[config.mk]
export PLATFORM = sky130hd
export DESIGN_NAME = tbr_mod
export DESIGN_NICKNAME = d
export VERILOG_FILES = /design/src/rtl/tbr_pkg.sv /design/src/rtl/tbr_mod.sv
export VERILOG_INCLUDE_DIRS = /design/src /design/src/rtl
export SDC_FILE = /design/constraint.sdc
export NUM_CORES = 1
export LEC_CHECK = 0
export ABC_AREA = 1
export ABC_CLOCK_PERIOD_IN_PS = 800
export BUFFER_PORTS_ARGS = -buffer_cell sky130_fd_sc_hd__buf_4
export CORE_MARGIN = 1.5
export CORE_UTILIZATION = 33
export DETAILED_ROUTE_END_ITERATION = 8
export PLACE_DENSITY_LB_ADDON = 0.12
export SYNTH_ARGS = -nofsm -noshare
export SYNTH_HDL_FRONTEND = slang
export SYNTH_SLANG_ARGS = --single-unit
[constraint.sdc]
create_clock -name aclk -period 0.8 [get_ports aclk]
set_input_delay 0.16 -clock aclk [delete_from_list [all_inputs] [get_ports aclk]]
set_output_delay 0.16 -clock aclk [all_outputs]
set_load 0.05 [all_outputs]
[src/rtl/assert_macros.svh]
// Assertion macros shared by the trace buffer RTL.
`ifndef ASSERT_MACROS_SVH
`define ASSERT_MACROS_SVH

`ifndef SYNTHESIS
// Property must hold at every clock edge outside reset.
`define ASSERT_AT(lbl, clk, rstn, prop) \
    lbl: assert property (@(posedge clk) disable iff (!rstn) prop) \
        else $error("assertion failed");
// Condition must never be seen outside reset.
`define ASSERT_NEVER(lbl, clk, rstn, cond) \
    lbl: assert property (@(posedge clk) disable iff (!rstn) !(cond)) \
        else $error("forbidden condition seen");
`else
`define ASSERT_AT(lbl, clk, rstn, prop)
`define ASSERT_NEVER(lbl, clk, rstn, cond)
`endif

`endif

[src/rtl/tbr_pkg.sv]
// Types, register offsets and codes for the trace buffer.
package tbr_pkg;

    localparam int DATA_W            = 32;
    localparam int DEFAULT_RAM_DEPTH = 1024;

    // Request kinds
    localparam logic [1:0] FUNC_READ    = 2'd0;
    localparam logic [1:0] FUNC_WRITE   = 2'd1;
    localparam logic [1:0] FUNC_TRACE   = 2'd2;
    localparam logic [1:0] FUNC_TRIGGER = 2'd3;

    // Register offsets
    localparam logic [11:0] OFS_DEPTH  = 12'h004;
    localparam logic [11:0] OFS_STATUS = 12'h00c;
    localparam logic [11:0] OFS_RDATA  = 12'h010;
    localparam logic [11:0] OFS_RPTR   = 12'h014;
    localparam logic [11:0] OFS_WPTR   = 12'h018;
    localparam logic [11:0] OFS_TRG    = 12'h01c;
    localparam logic [11:0] OFS_CTL    = 12'h020;
    localparam logic [11:0] OFS_WDATA  = 12'h024;
    localparam logic [11:0] OFS_FFSR   = 12'h300;
    localparam logic [11:0] OFS_FFCR   = 12'h304;

    // Stored formatter control bits
    localparam int FC_EN_FTC    = 0;
    localparam int FC_EN_FCONT  = 1;
    localparam int FC_STOP_FL   = 2;
    localparam int FC_STOP_TRIG = 3;

    // Bus positions in the formatter control register
    localparam int FFCR_EN_FTC    = 0;
    localparam int FFCR_EN_FCONT  = 1;
    localparam int FFCR_FLUSH     = 6;
    localparam int FFCR_STOP_FL   = 12;
    localparam int FFCR_STOP_TRIG = 13;

    typedef struct packed {
        logic [1:0]        func;
        logic [11:0]       reg_offset;
        logic [DATA_W-1:0] data_word;
    } in_item_t;

    typedef struct packed {
        logic [DATA_W-1:0] read_data;
        logic              known_register;
    } out_item_t;

    typedef enum logic [1:0] {
        ST_IDLE,
        ST_RAM_RD,
        ST_MOD
    } tbr_state_t;

endpackage

[src/rtl/tbr_mod.sv]
// Remainder of a 32-bit word by the RAM depth, by reciprocal multiplication.
`include "assert_macros.svh"

module tbr_mod #(
    parameter int RAM_DEPTH = tbr_pkg::DEFAULT_RAM_DEPTH,
    parameter int PTR_W     = $clog2(RAM_DEPTH)
) (
    input  logic                       aclk,
    input  logic                       aresetn,
    input  logic                       start,
    input  logic [tbr_pkg::DATA_W-1:0] value,
    output logic                       done,
    output logic [PTR_W-1:0]           result
);
    import tbr_pkg::*;

    // quotient = (value * RECIP) >> SHIFT is exact for every 32-bit value
    localparam int          SHIFT    = DATA_W + PTR_W;
    localparam logic [63:0] RECIP    = ((64'd1 << SHIFT) + 64'(RAM_DEPTH) - 64'd1) /
                                       64'(RAM_DEPTH);
    localparam logic [15:0] RECIP_LO = RECIP[15:0];
    localparam logic [16:0] RECIP_HI = RECIP[32:16];
    localparam int          PROD_W   = DATA_W + 33;

    logic [DATA_W-1:0]  val_reg, val_next;
    logic [DATA_W+15:0] plo_reg, plo_next;
    logic [DATA_W+16:0] phi_reg, phi_next;
    logic [PTR_W-1:0]   quo_reg, quo_next;
    logic [PTR_W-1:0]   rem_reg, rem_next;
    logic               s1_reg, s2_reg, s3_reg, done_reg;
    logic [PROD_W-1:0]  prod;

    // three stages: split product, quotient, remainder from low bits
    always_comb begin
        val_next = start ? value : val_reg;
        plo_next = {16'd0, val_reg} * {{DATA_W{1'b0}}, RECIP_LO};
        phi_next = {17'd0, val_reg} * {{DATA_W{1'b0}}, RECIP_HI};
        prod     = {phi_reg, 16'd0} + {17'd0, plo_reg};
        quo_next = PTR_W'(prod >> SHIFT);
        // true remainder is below RAM_DEPTH, so the low bits suffice
        rem_next = val_reg[PTR_W-1:0] - PTR_W'(quo_reg * PTR_W'(RAM_DEPTH));
    end

    // stage flags
    always_ff @(posedge aclk) begin
        if (!aresetn) begin
            s1_reg   <= 1'b0;
            s2_reg   <= 1'b0;
            s3_reg   <= 1'b0;
            done_reg <= 1'b0;
        end else begin
            s1_reg   <= start;
            s2_reg   <= s1_reg;
            s3_reg   <= s2_reg;
            done_reg <= s3_reg;
        end
    end

    always_ff @(posedge aclk) begin
        val_reg <= val_next;
        plo_reg <= plo_next;
        phi_reg <= phi_next;
        quo_reg <= quo_next;
        rem_reg <= rem_next;
    end

    assign done   = done_reg;
    assign result = rem_reg;

    `ASSERT_NEVER(a_rem_range, aclk, aresetn, done_reg && (DATA_W'(rem_reg) >= DATA_W'(RAM_DEPTH)))
    `ASSERT_NEVER(a_start_busy, aclk, aresetn, start && (s1_reg || s2_reg || s3_reg || done_reg))
    `ASSERT_AT(a_done_once, aclk, aresetn, done_reg |=> !done_reg)

endmodule

== Word-level counts from Yosys, hierarchy flattened ==
Index checks and enable logic that the tools add are counted.

* Bits of input ports: 35
* Output and inout port bits: 11
* Register bits after elaboration: 24
* Word-level logic and storage cells: 6

== Logic depth before layout (Yosys ltp) ==
* Depth in word-level cells: 0
* Depth in mapped cells: 2
* Gate-level depth less buffers: 2

== Worst setup path before layout ==
OpenSTA, ideal clock, no wires.

* Path type: register to output
* Start point: register done_reg, in the netlist done
* End point: output done
* Arrival time: 0.587 ns
* Cell stages (with the launch flop): 1
* Required time: 0.640 ns
* Path buffers: 0
* Slack: 0.053 ns
* Path through: dfxtp_1

{| class="wikitable"
|+ RTL lines
! element !! RTL line !! source
|-
| from (decl) || tbr_mod.sv:30 || <nowiki>logic s1_reg, s2_reg, s3_reg, done_reg;</nowiki>
|-
| from (signal assigned) || tbr_mod.sv:55 || <nowiki>done_reg <= s3_reg;</nowiki>
|-
| to (decl) || tbr_mod.sv:12 || <nowiki>output logic done,</nowiki>
|}

No word-level cell between the ends.

== Final worst setup path ==
* Start point: register done_reg, in the netlist done
* End point: output done

No word-level cell between the ends.

==> impl_results.md <==
- Status: finished, violations left
- Violated checks: setup timing
- Final worst setup slack: -0.154 ns
- # IOs: 46
- Total Neg Setup Slack: -1.64 ns
- Crit end category: primary output
- Avg Synthesized Cell Area: 19.1 um2
- I/O Buffers: 23
- Distinct cells, synth: 4
- R2r endpoint: s3_reg
- GRT met3 Usage: 0.0476
- Reg2reg start: s2_reg
- # setup viols final: 11
- Share of layout cells above drive strength 1: 0.567
- Max frequency: 1.05 GHz
- GR Overflow Total: 0
- Vias: 340
- Initial Util: 0.354
- CTS sink count: 24
- Clock transition at the registers of the reported paths: 0.12 ns
- Syn-to-layout area delta: 67.0%
- Met2 global-route usage: 0.139
- # rows: 15
- Wire per inst: 9.55 um
- R2R depth: 2
- Hold Path Cell Cnt: 1
- Number of max-cap violations: 0
- Total track usage: 0.0908
- Ant diodes: 0
- LEAKAGE: 0.448 nW
- Measured slew at the worst slew-check pin: 0.143 ns
- Largest net degree at the start of global routing: 14
- Fin crit period: 0.954 ns
- First-pass GRT wire length: 1180 um
- Hold Crit Start: value[1]
- Initial antenna violation count: 0
- Seq cells post-synth: 24
- Final Max Slew Viols: 0
- Detailed placer's ending HPWL: 546 um
- Root buffer cell: clkbuf_4
- Final count of hold timing violations: 0
- Hold Crit Class: in -> reg
- Final core utilization: 0.591
- Inserted Clock Buffers: 3
- Drt pass-1 iters: 2
- Register area share after synthesis: 0.951
- H-Tree Depth: 1
- Initial DRC count: 1
- Detail Route Antenna Nets: 0
- Crit path max-delay family: flip-flops
- CTS tree: done
- Placer congestion estimate: 0.567
- Req. time, crit path: 0.64 ns
- CP max FO: 1
- Type of the worst setup path: reg -> out
- Die ar.: 0.00212 mm2
- PwrDens: 2320 mW/mm2
- Hold Path Sink: val_reg[1]
- Critical path's slowest cell: dfxtp_2
- Ys Warns: 0
- Rel. slew slack: 0.905
- Vias in the first global route: 266
- Via density: 3.70
- CORE AREA: 0.00173 mm2
- Nets: 103
- RSZ-0062 raised after global routing: true
- Setup crit start kind: flip-flop
- CP bufs+invs: 1
- DRC Markers: 0
- Most Used Layer, Global Route: met2
- Post-CTS Setup Bufs: 0
- Clk Latency, worst-skew pair: 0.30 ns
- GR Util met1: 0.0846
- Mapped Area: 611 um2
- Syn Inst Count: 32
- Chip Height: 46.0 um
- VDD IR max: 1.14 mV
- Final period util: 1.19
- Chip Width: 46.0 um
- Slowest stage delay, CP: 0.35 ns
- Syn Nets: 67
- Filler cells: 158
- R2r setup slk: 0.30 ns
- Clock skew: 0.00158 ns
- Crit path cell chain: buf_8
- Final WL: 879 um
- WP data arrival: 0.79 ns
- Clk buf depth: 2
-- metal layers --
metal,vias to the layer above,routed length (um)
li1,173,-
met1,154,346
met2,13,488
met3,0,44
met4,0,0
met5,-,0
-- power breakdown --
| group | switching (mW) | internal (mW) | total, mW |
|---|---|---|---|
| Clock | 0.331 | 0.277 | 0.608 |
| Sequential | 0.0322 | 1.37 | 1.41 |
| Combinational | 0.186 | 0.165 | 0.351 |
| Total | 0.549 | 1.82 | 2.37 |
-- repair_timing --
action | 4_1_cts | 5_1_grt
hold buffers | 0 | 8
endpoints found under the setup margin | 11 | 11
resized for setup | 24 | 7
hold endpoints to repair | 0 | 8
-- kinds of logic (layout without fill, tap and decap cells) --
group,Yosys count,in the layout,synth area share
buf+inv,4,39,0.0246
flops,24,24,0.951
simple gates,4,4,0.0246
-- Yosys cell counts, drive strengths merged --
library cell | n | area [um2]
nand2 | 4 | 15.0
inv | 4 | 15.0
dfxtp | 14 | 280
edfxtp | 10 | 300
-- worst max path at each step --
stage / from / end / slack (ns) / cells past startpoint
after floorplan: done / done / 0.05 / 0
after global placement: start / val_reg[0] / 0.15 / 1
after detailed placement: start / val_reg[6] / 0.16 / 1
after CTS: done / done / -0.17 / 1
after global routing: result[4] / result[4] / -0.21 / 1
final: done / done / -0.15 / 1
-- cell usage in the layout, fill, tap and decap left out --
cell type and count:
buf_4 12, dfxtp_2 11, edfxtp_1 10, buf_8 9, dlygate4sd3_1 8, nand2_1 4
inv_1 4, clkbuf_4 3, dfxtp_1 3, buf_6 2, clkbuf_8 1
-- metrics by stage --
step           area [um2]  setup slack [ns]  std cells  hold WS (ns)  power, mW
2_1_floorplan         611            0.0527         32         0.253       1.56
3_3_place_gp          815             0.155         80         0.323       1.68
6_report             1020            -0.154         92        0.0251       2.37
3_5_place_dp          815             0.156         80         0.327       1.68
4_1_cts               913            -0.172         84       0.00764       2.35
5_1_grt              1020            -0.206         92      0.000727       2.47
-- final cells by class --
type / instances / area (um2) / share of cell area
inverters: 4 / 15.0 / 0.0147
flip-flops and latches: 24 / 594 / 0.583
repair buffers: 31 / 328 / 0.321
well taps: 25 / 31.3 / 0.0307
multi-input cells: 4 / 15.0 / 0.0147
clock buffers: 4 / 36.3 / 0.0356
Power figures use the tool's default switching activity.
